$ cat src/design/option_symbol_field_parser_core_assert.svh
// ---------------------------------------------------------------------------
// option symbol field parser core assertion macros
// concurrent assertion wrappers, empty in synthesis builds
// ---------------------------------------------------------------------------
`ifndef OPTION_SYMBOL_FIELD_PARSER_CORE_ASSERT_SVH
`define OPTION_SYMBOL_FIELD_PARSER_CORE_ASSERT_SVH

`ifndef SYNTHESIS
`define OSFP_ASSERT_SAME(label, clk, rst_n, ante, cons) \
	label: assert property (@(posedge clk) disable iff (!rst_n) (ante) |-> (cons)) \
		else $error("osfp assertion failed");
`define OSFP_ASSERT_NEXT(label, clk, rst_n, ante, cons) \
	label: assert property (@(posedge clk) disable iff (!rst_n) (ante) |=> (cons)) \
		else $error("osfp assertion failed");
`else
`define OSFP_ASSERT_SAME(label, clk, rst_n, ante, cons)
`define OSFP_ASSERT_NEXT(label, clk, rst_n, ante, cons)
`endif

`endif

$ cat src/design/osfp_pkg.sv
`timescale 1ns / 1ps
// ---------------------------------------------------------------------------
// osfp_pkg
// shared constants, record types and helpers of the option symbol parser
// ---------------------------------------------------------------------------
package osfp_pkg;

	localparam int ROOT_CHARS    = 6;
	localparam int STRIKE_DIGITS = 8;
	localparam int EXPIRY_CHARS  = 6;
	localparam int TAIL_LEN      = EXPIRY_CHARS + 1 + STRIKE_DIGITS;
	localparam int LEN_MIN       = TAIL_LEN + 1;
	localparam int LEN_MAX       = TAIL_LEN + ROOT_CHARS;
	localparam int COUNT_SAT     = LEN_MAX + 1;
	localparam int CNT_W         = $clog2(COUNT_SAT + 1);
	localparam int SP_W          = 3;
	localparam int TEXT_W        = 48;
	localparam int RLEN_W        = 3;
	localparam int STRIKE_W      = 27;
	localparam int NPART         = (STRIKE_DIGITS + 1) / 2;

	localparam logic [SP_W-1:0] NO_SPACE   = 3'd7;
	localparam logic [7:0]      SPACE_CHAR = 8'h20;
	localparam logic [7:0]      ZERO_CHAR  = 8'h30;
	localparam logic [7:0]      NINE_CHAR  = 8'h39;

	typedef logic [7:0] char_t;

	typedef struct packed {
		logic                       len_ok;
		logic [CNT_W-1:0]           rlen;
		logic [ROOT_CHARS-1:0][7:0] head;
		logic [TAIL_LEN-1:0][7:0]   tail;
	} osfp_rec_t;

	typedef struct packed {
		logic                length_ok;
		logic [TEXT_W-1:0]   root_text;
		logic [RLEN_W-1:0]   root_length;
		logic [TEXT_W-1:0]   expiry_text;
		logic [7:0]          call_put;
		logic [STRIKE_W-1:0] strike_thousandths;
		logic                strike_error;
	} osfp_res_t;

	function automatic logic [STRIKE_W-1:0] pow10(input int k);
		logic [STRIKE_W-1:0] r;
		r = STRIKE_W'(1);
		for (int n = 0; n < k; n++) begin
			r = r * STRIKE_W'(10);
		end
		return r;
	endfunction

endpackage

$ cat src/design/option_symbol_field_parser_core.sv
`timescale 1ns / 1ps
// path: a final character's record passes the queue, stage-one and result registers
// throughput: one character per cycle while full is low; the count and shift loop sets this
// results: at most one per symbol, one per cycle when pop stays high
// reset: arst_n clears the count, space mark, queue and pipeline valids; text stores need none
// ---------------------------------------------------------------------------
// option_symbol_field_parser_core
// option symbol parser: character intake, record queue, field evaluation
// ---------------------------------------------------------------------------
`include "option_symbol_field_parser_core_assert.svh"

module option_symbol_field_parser_core import osfp_pkg::*; (
	input  logic                clk,
	input  logic                arst_n,
	input  logic                push,
	output logic                full,
	input  logic [7:0]          ch,
	input  logic                last,
	output logic                empty,
	input  logic                pop,
	output logic                length_ok,
	output logic [TEXT_W-1:0]   root_text,
	output logic [RLEN_W-1:0]   root_length,
	output logic [TEXT_W-1:0]   expiry_text,
	output logic [7:0]          call_put,
	output logic [STRIKE_W-1:0] strike_thousandths,
	output logic                strike_error
);

	logic      q_full, rec_push, rec_valid, rec_ready;
	osfp_rec_t rec_in, rec_out;
	osfp_res_t res;

	osfp_front u_front (
		.clk      (clk),
		.arst_n   (arst_n),
		.push     (push),
		.full     (full),
		.ch       (ch),
		.last     (last),
		.q_full   (q_full),
		.rec_push (rec_push),
		.rec      (rec_in)
	);

	osfp_queue u_queue (
		.clk       (clk),
		.arst_n    (arst_n),
		.in_push   (rec_push),
		.in_rec    (rec_in),
		.q_full    (q_full),
		.out_valid (rec_valid),
		.out_ready (rec_ready),
		.out_rec   (rec_out)
	);

	osfp_back u_back (
		.clk       (clk),
		.arst_n    (arst_n),
		.rec_valid (rec_valid),
		.rec_ready (rec_ready),
		.rec       (rec_out),
		.empty     (empty),
		.pop       (pop),
		.res       (res)
	);

	assign length_ok          = res.length_ok;
	assign root_text          = res.root_text;
	assign root_length        = res.root_length;
	assign expiry_text        = res.expiry_text;
	assign call_put           = res.call_put;
	assign strike_thousandths = res.strike_thousandths;
	assign strike_error       = res.strike_error;

	// a finished symbol always lands in the queue
	`OSFP_ASSERT_NEXT(a_last_queued, clk, arst_n, push && !full && last, rec_valid)
	// strike error only on a well-formed length
	`OSFP_ASSERT_SAME(a_err_len, clk, arst_n, !empty && strike_error, length_ok)
	// bad length gives an all-zero record
	`OSFP_ASSERT_SAME(a_bad_len_zero, clk, arst_n, !empty && !length_ok,
		root_text == '0 && root_length == '0 && expiry_text == '0 && call_put == '0
		&& strike_thousandths == '0 && !strike_error)

endmodule

$ cat src/design/osfp_front.sv
`timescale 1ns / 1ps
// ---------------------------------------------------------------------------
// osfp_front
// character intake: length count, head and tail capture, record build
// ---------------------------------------------------------------------------
module osfp_front import osfp_pkg::*; (
	input  logic      clk,
	input  logic      arst_n,
	input  logic      push,
	output logic      full,
	input  char_t     ch,
	input  logic      last,
	input  logic      q_full,
	output logic      rec_push,
	output osfp_rec_t rec
);

	logic [CNT_W-1:0]           cnt_q, cnt_nx, base;
	logic [SP_W-1:0]            space_q, space_nx;
	logic [ROOT_CHARS-1:0][7:0] head_q, head_nx;
	logic [TAIL_LEN-1:0][7:0]   tail_q, tail_nx;
	logic                       acc;

	assign full     = q_full;
	assign acc      = push && !q_full;
	assign rec_push = acc && last;

	always_comb begin
		cnt_nx = (cnt_q < CNT_W'(COUNT_SAT)) ? cnt_q + CNT_W'(1) : cnt_q;
		space_nx = space_q;
		if (ch == SPACE_CHAR && space_q == NO_SPACE && cnt_q < CNT_W'(ROOT_CHARS)
				&& cnt_q < CNT_W'(NO_SPACE)) begin
			space_nx = SP_W'(cnt_q);
		end
		for (int i = 0; i < ROOT_CHARS; i++) begin
			head_nx[i] = (cnt_q == CNT_W'(i)) ? ch : head_q[i];
		end
		for (int i = 0; i < TAIL_LEN - 1; i++) begin
			tail_nx[i] = tail_q[i+1];
		end
		tail_nx[TAIL_LEN-1] = ch;
	end

	// classification of the finished symbol
	always_comb begin
		base       = cnt_nx - CNT_W'(TAIL_LEN);
		rec.len_ok = (cnt_nx >= CNT_W'(LEN_MIN)) && (cnt_nx <= CNT_W'(LEN_MAX));
		rec.rlen   = (CNT_W'(space_nx) < base) ? CNT_W'(space_nx) : base;
		rec.head   = head_nx;
		rec.tail   = tail_nx;
	end

	always_ff @(posedge clk or negedge arst_n) begin
		if (!arst_n) begin
			cnt_q   <= '0;
			space_q <= NO_SPACE;
		end else if (acc) begin
			if (last) begin
				cnt_q   <= '0;
				space_q <= NO_SPACE;
			end else begin
				cnt_q   <= cnt_nx;
				space_q <= space_nx;
			end
		end
	end

	always_ff @(posedge clk) begin
		if (acc) begin
			head_q <= head_nx;
			tail_q <= tail_nx;
		end
	end

endmodule

$ cat src/design/osfp_queue.sv
`timescale 1ns / 1ps
// ---------------------------------------------------------------------------
// osfp_queue
// two-entry record queue between intake and field evaluation
// ---------------------------------------------------------------------------
module osfp_queue import osfp_pkg::*; (
	input  logic      clk,
	input  logic      arst_n,
	input  logic      in_push,
	input  osfp_rec_t in_rec,
	output logic      q_full,
	output logic      out_valid,
	input  logic      out_ready,
	output osfp_rec_t out_rec
);

	logic [1:0] cnt_q;
	osfp_rec_t  head_q, next_q;
	logic       deq, to_head;

	assign q_full    = (cnt_q == 2'd2);
	assign out_valid = (cnt_q != 2'd0);
	assign out_rec   = head_q;
	assign deq       = out_valid && out_ready;
	assign to_head   = in_push && (cnt_q == 2'd0 || (cnt_q == 2'd1 && deq));

	always_ff @(posedge clk or negedge arst_n) begin
		if (!arst_n) begin
			cnt_q <= '0;
		end else begin
			cnt_q <= cnt_q + 2'(in_push) - 2'(deq);
		end
	end

	always_ff @(posedge clk) begin
		if (to_head) begin
			head_q <= in_rec;
		end else if (deq) begin
			head_q <= next_q;
		end
		if (in_push && !to_head) begin
			next_q <= in_rec;
		end
	end

endmodule

$ cat src/design/osfp_back.sv
`timescale 1ns / 1ps
// ---------------------------------------------------------------------------
// osfp_back
// field evaluation: root masking, strike conversion, result register
// ---------------------------------------------------------------------------
module osfp_back import osfp_pkg::*; (
	input  logic      clk,
	input  logic      arst_n,
	input  logic      rec_valid,
	output logic      rec_ready,
	input  osfp_rec_t rec,
	output logic      empty,
	input  logic      pop,
	output osfp_res_t res
);

	logic                      v_s1, len_ok_s1, err_s1;
	logic [RLEN_W-1:0]         rlen_s1;
	logic [TEXT_W-1:0]         root_s1, exp_s1;
	logic [7:0]                cp_s1;
	logic [STRIKE_W-1:0]       part_s1 [NPART];
	logic                      out_v_q, adv, s1_en;
	osfp_res_t                 res_q, res_nx;

	logic [ROOT_CHARS*8-1:0]   root_full;
	logic [TEXT_W-1:0]         exp_c;
	logic                      err_c;
	logic [STRIKE_W-1:0]       term [STRIKE_DIGITS];
	logic [STRIKE_W-1:0]       part_c [NPART];
	logic [STRIKE_W-1:0]       dval, strike_sum;
	char_t                     dch;

	assign adv       = !out_v_q || pop;
	assign s1_en     = !v_s1 || adv;
	assign rec_ready = s1_en;
	assign empty     = !out_v_q;
	assign res       = res_q;

	// stage one: text fields, digit check, weighted digit pairs
	always_comb begin
		root_full = '0;
		for (int i = 0; i < ROOT_CHARS; i++) begin
			if (CNT_W'(i) < rec.rlen) begin
				root_full[(ROOT_CHARS-1-i)*8 +: 8] = rec.head[i];
			end
		end
		exp_c = '0;
		for (int i = 0; i < EXPIRY_CHARS; i++) begin
			exp_c[(EXPIRY_CHARS-1-i)*8 +: 8] = rec.tail[i];
		end
		err_c = 1'b0;
		for (int i = 0; i < STRIKE_DIGITS; i++) begin
			dch = rec.tail[EXPIRY_CHARS+1+i];
			if (dch < ZERO_CHAR || dch > NINE_CHAR) begin
				err_c = 1'b1;
			end
			dval    = STRIKE_W'(dch[3:0]);
			term[i] = dval * pow10(STRIKE_DIGITS - 1 - i);
		end
		for (int j = 0; j < NPART; j++) begin
			part_c[j] = term[2*j];
			if (2*j + 1 < STRIKE_DIGITS) begin
				part_c[j] = part_c[j] + term[2*j+1];
			end
		end
	end

	// stage two: final sum and zeroing
	always_comb begin
		strike_sum = '0;
		for (int j = 0; j < NPART; j++) begin
			strike_sum = strike_sum + part_s1[j];
		end
		res_nx = '0;
		if (len_ok_s1) begin
			res_nx.length_ok          = 1'b1;
			res_nx.root_text          = root_s1;
			res_nx.root_length        = rlen_s1;
			res_nx.expiry_text        = exp_s1;
			res_nx.call_put           = cp_s1;
			res_nx.strike_thousandths = err_s1 ? '0 : strike_sum;
			res_nx.strike_error       = err_s1;
		end
	end

	always_ff @(posedge clk or negedge arst_n) begin
		if (!arst_n) begin
			v_s1    <= 1'b0;
			out_v_q <= 1'b0;
		end else begin
			if (s1_en) begin
				v_s1 <= rec_valid;
			end
			if (adv) begin
				out_v_q <= v_s1;
			end
		end
	end

	always_ff @(posedge clk) begin
		if (s1_en && rec_valid) begin
			len_ok_s1 <= rec.len_ok;
			rlen_s1   <= RLEN_W'(rec.rlen);
			root_s1   <= TEXT_W'(root_full);
			exp_s1    <= exp_c;
			cp_s1     <= rec.tail[EXPIRY_CHARS];
			err_s1    <= err_c;
			for (int j = 0; j < NPART; j++) begin
				part_s1[j] <= part_c[j];
			end
		end
		if (adv && v_s1) begin
			res_q <= res_nx;
		end
	end

endmodule
$ cat config.mk
export PLATFORM = sky130hd
export DESIGN_NAME = option_symbol_field_parser_core
export DESIGN_NICKNAME = d
export VERILOG_FILES = /design/src/design/osfp_pkg.sv /design/src/design/option_symbol_field_parser_core.sv /design/src/design/osfp_front.sv /design/src/design/osfp_queue.sv /design/src/design/osfp_back.sv
export VERILOG_INCLUDE_DIRS = /design/src /design/src/design
export SDC_FILE = /design/constraint.sdc
export NUM_CORES = 1
export LEC_CHECK = 0
export ABC_CLOCK_PERIOD_IN_PS = 20600
export BUFFER_PORTS_ARGS = -buffer_cell sky130_fd_sc_hd__buf_2
export CAP_MARGIN = 25
export CORE_AREA = 2 2 249 251
export CTS_BUF_LIST = sky130_fd_sc_hd__clkbuf_4
export DETAILED_ROUTE_END_ITERATION = 7
export DIE_AREA = 0 0 251 253
export PLACE_DENSITY = 0.77
export SYNTH_ARGS = -nofsm -noshare
export SYNTH_HDL_FRONTEND = slang
export SYNTH_SLANG_ARGS = --single-unit
$ cat constraint.sdc
create_clock -name clk -period 20.6 [get_ports clk]
set_input_delay 2.06 -clock clk [delete_from_list [all_inputs] [get_ports clk]]
set_output_delay 2.06 -clock clk [all_outputs]
set_load 0.1 [all_outputs]
==> flow_metrics.tcl, run 1 <==
set metrics [dict create \
    finalSetupViolations 0 \
    cts.path.max_buffers 3 \
    io_buffers 150 \
    nNetsFinal 2818 \
    grt_pass1_vias 19770 \
    cts.repair.resized 0 \
    final_common_cell "edfxtp_1" \
    grt_pass1_wl_microns 103000 \
    async_flop_share_pct 1.453 \
    cts_made_buffers 195 \
    cts_hold_buffers 0 \
    synth_area_sq_um 36220 \
    grt.overflow.total 0 \
    drc_errors 0 \
    hp-class "reg -> reg" \
    drt-wirelength-per-cell_microns 18.93 \
    core_sq_um 61030 \
    relSlewSlack_pct 32.92 \
    grt_max_degree 106 \
    dieArea_sq_um 63500 \
    antenna_found_initial 2 \
    worstPathArrival_ps 5620 \
    synth_ff_type "edfxtp_1" \
    fmax_mhz 203.5 \
    endpoint_kind "flop" \
    cts-root-buf "clkbuf_4" \
    hold_depth 0 \
    track_usage_pct 20.80 \
    path_max_fanout 8 \
    cts_tree "built" \
    r2r_cells 18 \
    dp_hpwl_microns 41470 \
    vias_per_cell 5.576 \
    ios 151 \
    yosys.cell_types.count 74 \
    row_count 91 \
    start_util_pct 59.34 \
    start_kind "flop" \
    criticalPathCategory "reg -> reg" \
    syn_area_per_cell_sq_um 16.24 \
    yosysWarnings 0 \
    slew_violations 0 \
    h-tree-depth 4 \
    vias 19390 \
    die_width_microns 251 \
    fin_tns_setup_ps 0 \
    syn_inst 2230 \
    rsz0062_at_grt "no" \
    yosysSeqAreaShare_pct 68.33 \
    status "finished clean" \
    ant_nets 0 \
    period_needed_ps 4914 \
    dieHeight_microns 253 \
    postCtsSetupBuffers 0 \
    synth-seq-cells 826 \
    clock_sinks 826 \
    finalHoldWorstSlack_ps 407.0 \
    wirelength_microns 65820 \
    layout-drive-gt1-share_pct 25.20 \
    clk_pin_slew_ps 60 \
    clock_latency_ps 1000 \
    synth_edf_count 814 \
    final.period_utilization_pct 23.86 \
    drv_cap 0 \
    final_cell_mix "edfxtp_1 (814), clkbuf_4 (277), ha_1 (210)" \
    worst_pin_slew_ps 1006 \
    final_hold_viol_count 0 \
    drtIter0Drc 1392 \
    syn_to_final_growth_pct 11.62 \
    finClkSkew_ps 83.17 \
    gp_congestion 0.8375 \
    drtPass1Iterations 5 \
    critPathRequiredTime_ps 21310 \
]
## sequential cells by signal, indices dropped and copies added, names as in the netlist, 5 cells and up
register / count
u_front.cnt_q: 5
u_back.res: 136
u_back.cp_s1: 8
u_front.rec: 112
u_back.exp_s1: 48
u_back.part_s1: 61
u_back.root_s1: 48
u_front.head_q: 48
u_queue.next_q: 174
u_queue.out_rec: 174
## cell families after synthesis
family,count (synthesis),share of synthesized area [%]
xor gates and xnor gates,104,2.536
and+or+nand+nor,402,6.191
muxes,221,6.889
other,1,0.01035
AOI/OAI and AO/OA,277,4.965
DFF,826,68.33
adders and majority gates,249,9.411
buffers and inverters,150,1.665
## critical path, cell delays in order (launching register included)
cell	delay [ps]
edfxtp_1	560
inv_1	190
ha_1	360
fa_1	510
inv_1	50
ha_1	340
nor2b_1	160
o31a_1	320
o21a_1	190
nor2_1	120
xnor2_1	140
ha_1	310
a21oi_1	140
o21ai_0	120
or3_1	340
o221ai_1	280
o21ai_1	140
a41o_1	260
xor2_1	140
## synthesized netlist by cell type, drive strengths merged, types with 11 or more instances
cell type | number | share of area [%]
a211oi | 13 | 0.27
a21o | 28 | 0.58
a21oi | 86 | 1.2
a31oi | 11 | 0.19
and2 | 136 | 2.3
buf | 22 | 0.34
clkbuf | 18 | 0.19
edfxtp | 814 | 67
fa | 39 | 2.2
ha | 210 | 7.3
inv | 110 | 1.1
mux2 | 220 | 6.9
nand2 | 52 | 0.55
nand2b | 11 | 0.19
nand3 | 15 | 0.21
nor2 | 77 | 0.80
nor2b | 48 | 0.83
nor3 | 15 | 0.21
o21a | 18 | 0.37
o21ai | 53 | 0.73
xnor2 | 69 | 1.7
xor2 | 35 | 0.85
## cell type report
type | instances | area (sq um)
diodes | 2 | 5.005
clock buffers | 277 | 2079
clock inverters | 50 | 326.6
fillers | 4127 | 20600
inverters | 110 | 417.9
multi-input cells | 1255 | 10890
flip-flops and latches | 826 | 24750
well taps | 790 | 988.4
repair buffers | 168 | 965.9
## worst paths after layout
check                                    start               endpoint  slack, ps
max reg2reg                u_queue.out_rec[58]  u_back.part_s1[0][25]      15690
min in group asynchronous               arst_n         u_back.out_v_q        930
min reg2reg                u_queue.out_rec[24]      u_back.exp_s1[16]        410
max                        u_queue.out_rec[58]  u_back.part_s1[0][25]      15690
min                        u_queue.out_rec[24]      u_back.exp_s1[16]        410
max in group asynchronous               arst_n     u_front.space_q[2]      19390
## per-layer routing
layer / global-route usage (%) / part of all wire (%)
met5: 0 / 0
met1: 27.60 / 43
met4: 8.963 / 2.8
met2: 33.38 / 49
met3: 4.677 / 5.0
## stage by stage
step,instance area (sq um),util (%),worst slack [ps],instances
2_1_floorplan,36220,-,6660,2231
5_1_grt,40430,66.24,15400,3478
6_report,40430,66.24,15690,3478
4_1_cts,40310,66.05,15730,3472
3_3_place_gp,37900,62.10,14970,3144
3_5_place_dp,37900,62.11,14970,3145
Power of run 1 is left out: the tool's default activity adds up to more than one toggle a clock period on the data nets, which glitch-free logic cannot reach.
==> run 2: changes to the inputs <==
- ABC_CLOCK_PERIOD_IN_PS: 20600 -> 5100
- clock period: 20.6 -> 5.1 ns (I/O delays scaled with it)
==> run 2 against run 1 <==
Net effect:
- register-to-register slack worse by 15000 ps
- worst setup slack got worse by 15000 ps
- clock-buffer cell count is 4 higher
- sequential share of layout area down 0.50 points
- sequential cell count did not move
- worst hold slack got worse by 27 ps
==> flow_metrics.tcl, run 2 (synthesis gave the netlist of run 1 again) <==
set metrics [dict create \
    crit_start "u_queue.out_rec[59]" \
    dieArea_sq_um 63500 \
    finalSetupViolations 0 \
    multi_input_area_sq_um 10900 \
    final.period_utilization_pct 92.52 \
    drt-wirelength-per-cell_microns 18.73 \
    worst_pin_slew_ps 1004 \
    drt-met1-wl_microns 29290 \
    drc_errors 0 \
    period_needed_ps 4718 \
    slew_violations 0 \
    grt_max_degree 121 \
    rsz0062_at_grt "no" \
    vias_per_cell 5.532 \
    crit_path_frequent_cell "ha_1" \
    wirelength_microns 65970 \
    path_max_fanout 8 \
    top_layer "met4" \
    row_count 91 \
    grt.overflow.total 0 \
    track_usage_pct 21.16 \
    hp-class "in -> reg" \
    grt_pass1_wl_microns 104200 \
    nNetsFinal 2834 \
    dp_hpwl_microns 41620 \
    final-seq-area_sq_um 24750 \
    endpoint_kind "flop" \
    wl_met2_microns 32180 \
    fillers 4157 \
    max_stage_delay_ps 550 \
    core_sq_um 61030 \
    worstPathCellList "ha_1 -> fa_1 -> inv_1 -> ha_1 -> nor2b_1 -> o31a_1 -> o21a_1 -> nor2_1 -> xnor2_1 -> ha_1 -> a21oi_1 -> o21ai_0 -> or3_1 -> o221ai_1 -> o21ai_1 -> a41o_1 -> xor2_1" \
    worstPathArrival_ps 5450 \
    hp-start "pop" \
    final_hold_viol_count 0 \
    ios 151 \
    reg2reg_from "u_queue.out_rec[59]" \
    antenna_found_initial 2 \
    drv_cap 0 \
    die_width_microns 251 \
    fmax_mhz 211.9 \
    cp_top_family "adder cells" \
    cts.path.max_buffers 3 \
    clock_latency_ps 1030 \
    dieHeight_microns 253 \
    syn_to_final_growth_pct 12.55 \
    clock_sinks 826 \
    critPathRequiredTime_ps 5830 \
    crit_buf_inv 1 \
    ant_nets 0 \
    cts_tree "built" \
    layout-drive-gt1-share_pct 25.16 \
    drtPass1Iterations 5 \
    wl_met3_microns 3165 \
    io_buffers 150 \
    finClkSkew_ps 104.0 \
    start_kind "flop" \
    cts-root-buf "clkbuf_4" \
    finalHoldWorstSlack_ps 379.7 \
    final_common_cell "edfxtp_1" \
    criticalPathCategory "reg -> reg" \
    cp_slowest_cell "edfxtp_1" \
    relSlewSlack_pct 33.10 \
    vias 19490 \
    clk_pin_slew_ps 70 \
    start_util_pct 59.34 \
    gp_congestion 0.8596 \
    grt_pass1_vias 20170 \
    final_cell_mix "edfxtp_1 (814), clkbuf_4 (281), ha_1 (210)" \
    status "finished clean" \
    drtIter0Drc 1194 \
    cts_made_buffers 196 \
    h-tree-depth 4 \
]
-- run 2: repair_timing --
action                                 in CTS  in global routing
buffers inserted                            0                  0
setup endpoints to repair                   0                  0
hold buffers                               15                  0
gates resized for setup                     0                  0
endpoints found under the hold margin      39                  0
-- run 2: tightest hold or removal path: stages --
cell	delay, ps
dlygate4sd3_1	540
buf_2	130
nand2b_4	140
nand2_1	50
-- run 2: per-stage QoR --
| stage | utilization [%] | setup TNS [ps] | setup WS (ps) | area, sq um | std cells |
|---|---|---|---|---|---|
| finish | 66.79 | 0 | 381.6 | 40760 | 3522 |
| global route | 66.79 | 0 | 117.3 | 40760 | 3522 |
| detailed placement | 62.29 | 0 | 368.9 | 38020 | 3149 |
| CTS | 66.78 | 0 | 407.4 | 40760 | 3520 |
| floorplan | - | -159570 | -917.1 | 36240 | 2231 |
| global placement | 62.27 | 0 | 393.9 | 38000 | 3147 |
-- run 2: layout make-up --
cell class	count	area share (%)
diodes	2	0.01228
clock buffers	281	5.175
clock inverters	75	1.176
inverters	110	1.025
multi-input cells	1255	26.75
flip-flops and latches	826	60.71
well taps	790	2.425
repair buffers	183	2.720
-- run 2: final timing paths --
| kind | to | slack (ps) | cells after the start |
|---|---|---|---|
| setup reg to reg | u_back.part_s1[0][25] | 380 | 17 |
| min in group asynchronous | u_front.space_q[0] | 660 | 3 |
| hold / removal | u_back.out_v_q | 380 | 4 |
| hold reg to reg | u_back.exp_s1[27] | 390 | 0 |
| max in group asynchronous | u_front.cnt_q[0] | 3500 | 4 |
| setup / recovery | u_back.part_s1[0][25] | 380 | 17 |
-- run 2: per-layer routing --
| metal | GRT usage (%) | up-vias |
|---|---|---|
| met1 | 28.17 | 9677 |
| met2 | 34.33 | 514 |
| li1 | - | 9209 |
| met3 | 4.801 | 85 |
| met4 | 8.027 | 0 |
| met5 | 0 | - |
Power of run 2 is left out for the same reason.
==> run 3: changes to the inputs <==
- CORE_AREA: 2 2 249 251 -> 2 2 228 275
- CTS_BUF_LIST: sky130_fd_sc_hd__clkbuf_4 -> sky130_fd_sc_hd__clkbuf_16
- DIE_AREA: 0 0 251 253 -> 0 0 230 277
- HOLD_SLACK_MARGIN: default -> 0.06
==> run 3 against run 2 <==
Net effect:
- largest cell class unchanged
- sequential cell count is the same
- register-to-register slack about the same
- routed wire length is 1.6% higher
- worst setup slack better by 13 ps
- final cell count decreased by 5.9%
- first-iteration DRC count grew 9.6%
- clock skew is 60 ps lower
- non-clock buffer count shrank 14
- clock-buffer cell count fell by 203
- final area fell by 0.66%
- critical path type unchanged
==> flow_metrics.tcl, run 3 (synthesis gave the netlist of run 1 again) <==
set metrics [dict create \
    status "finished clean" \
    drtPass1Iterations 5 \
    h-tree-depth 3 \
    final_hold_viol_count 0 \
    critPathRequiredTime_ps 5450 \
    ant_nets 0 \
    clk_pin_slew_ps 70 \
    vias 18610 \
    ios 151 \
    fillers 4168 \
    drt-wirelength-per-cell_microns 20.22 \
    die_width_microns 230 \
    syn_to_final_growth_pct 11.80 \
    relSlewSlack_pct 27.85 \
    period_needed_ps 4705 \
    finClkSkew_ps 44.04 \
    cts_tree "built" \
    clock_latency_ps 630 \
    r2r_setup_slack_ps 390 \
    gp_congestion 0.8467 \
    dieArea_sq_um 63710 \
    fin_tns_setup_ps 0 \
    final_common_cell "edfxtp_1" \
    slew_violations 0 \
    grt_pass1_vias 19080 \
    antenna_found_initial 1 \
    hp-class "in -> reg" \
    drv_cap 0 \
    clock_sinks 826 \
    row_count 100 \
    track_usage_pct 21.11 \
    criticalPathCategory "reg -> reg" \
    dp_hpwl_microns 42390 \
    final.period_utilization_pct 92.26 \
    endpoint_kind "flop" \
    start_util_pct 59.07 \
    multi_input_area_sq_um 10900 \
    worst_pin_slew_ps 1082 \
    grt_pass1_wl_microns 104400 \
    grt.overflow.total 0 \
    dieHeight_microns 277 \
    cts-root-buf "clkbuf_16" \
    layout-drive-gt1-share_pct 19.58 \
    start_kind "flop" \
    cts_made_buffers 78 \
    rsz0062_at_grt "no" \
    io_buffers 150 \
    finalSetupViolations 0 \
    path_max_fanout 5 \
    final_cell_mix "edfxtp_1 (814), ha_1 (210), mux2_2 (186)" \
    core_sq_um 61310 \
    antenna_cells 0 \
    nNetsFinal 2702 \
    postCtsSetupBuffers 0 \
    grt_max_degree 176 \
    wirelength_microns 67000 \
    final-seq-area_sq_um 24750 \
    drtIter0Drc 1309 \
    vias_per_cell 5.616 \
    drc_errors 0 \
    cts.path.max_buffers 3 \
    fmax_mhz 212.5 \
    worstPathArrival_ps 5060 \
]
run 3: cell count changes in the layout (fill, tap and decap cells not counted), moves of 2 or more:
cell | previous run | this run
clkbuf_4 | 281 | 0
inv_6 | 6 | 3
clkinv_8 | 4 | 1
inv_12 | 2 | 0
dlygate4sd3_1 | 15 | 1
diode_2 | 2 | 0
clkbuf_16 | 0 | 78
clkinv_16 | 0 | 5
clkinv_2 | 5 | 13
inv_1 | 108 | 125
clkinv_1 | 54 | 17
run 3: worst max-delay path: stages, from the launching register on:
cell      delay (ps)
edfxtp_1         500
ha_1             360
fa_1             520
inv_1             40
ha_1             340
nor2b_1          170
o31a_1           320
o21a_1           190
nor2_1           100
xnor2_1          130
ha_1             310
a21oi_1          160
o21ai_0          130
or3_1            350
o221ai_1         250
o21ai_1          150
a41o_1           270
xor2_1           130
run 3: final cells by class:
type                    instances  share of cell area (%)
multi-input cells            1255                   26.93
inverters                     110                   1.032
clock buffers                  78                   4.821
repair buffers                169                   2.382
well taps                     816                   2.522
clock inverters                60                   1.193
flip-flops and latches        826                   61.12
run 3: through the flow:
| stage | cells | instance area, sq um | hold WS (ps) | worst slack, ps | utilization [%] |
|---|---|---|---|---|---|
| 6_report | 3314 | 40490 | 189.6 | 394.8 | 66.04 |
| 5_1_grt | 3314 | 40490 | 181.1 | 108.8 | 66.04 |
| 4_1_cts | 3313 | 40480 | 156.8 | 381.1 | 66.02 |
| 3_5_place_dp | 3174 | 38030 | 404.5 | 445.7 | 62.03 |
| 3_3_place_gp | 3174 | 38030 | 401.0 | 487.8 | 62.03 |
| 2_1_floorplan | 2231 | 36240 | 214.4 | -917.1 | - |
run 3: what timing repair did:
| item | CTS | global route |
|---|---|---|
| hold endpoints to repair | 12 | 0 |
| hold buffers | 1 | 0 |
| gates resized for setup | 0 | 0 |
run 3: per-layer routing:
layer | part of all wire (%) | wire length (microns) | global-route usage (%) | vias up
li1 | - | - | - | 8757
met1 | 43 | 28740 | 27.61 | 9317
met2 | 50 | 33720 | 36.11 | 417
met3 | 4.0 | 2662 | 3.110 | 119
met4 | 2.8 | 1880 | 7.610 | 0
met5 | 0 | 0 | 0 | -
run 3: final timing paths:
kind / end / start / depth (start not counted)
max: u_back.part_s1[0][25] / u_queue.out_rec[59] / 17
min: u_back.out_v_q / pop / 3
max reg2reg: u_back.part_s1[0][25] / u_queue.out_rec[59] / 17
min reg2reg: u_back.cp_s1[0] / u_queue.out_rec[48] / 0
max in group asynchronous: u_front.space_q[2] / arst_n / 2
min in group asynchronous: u_queue.cnt_q[0] / arst_n / 2
Power of run 3 is left out for the same reason.
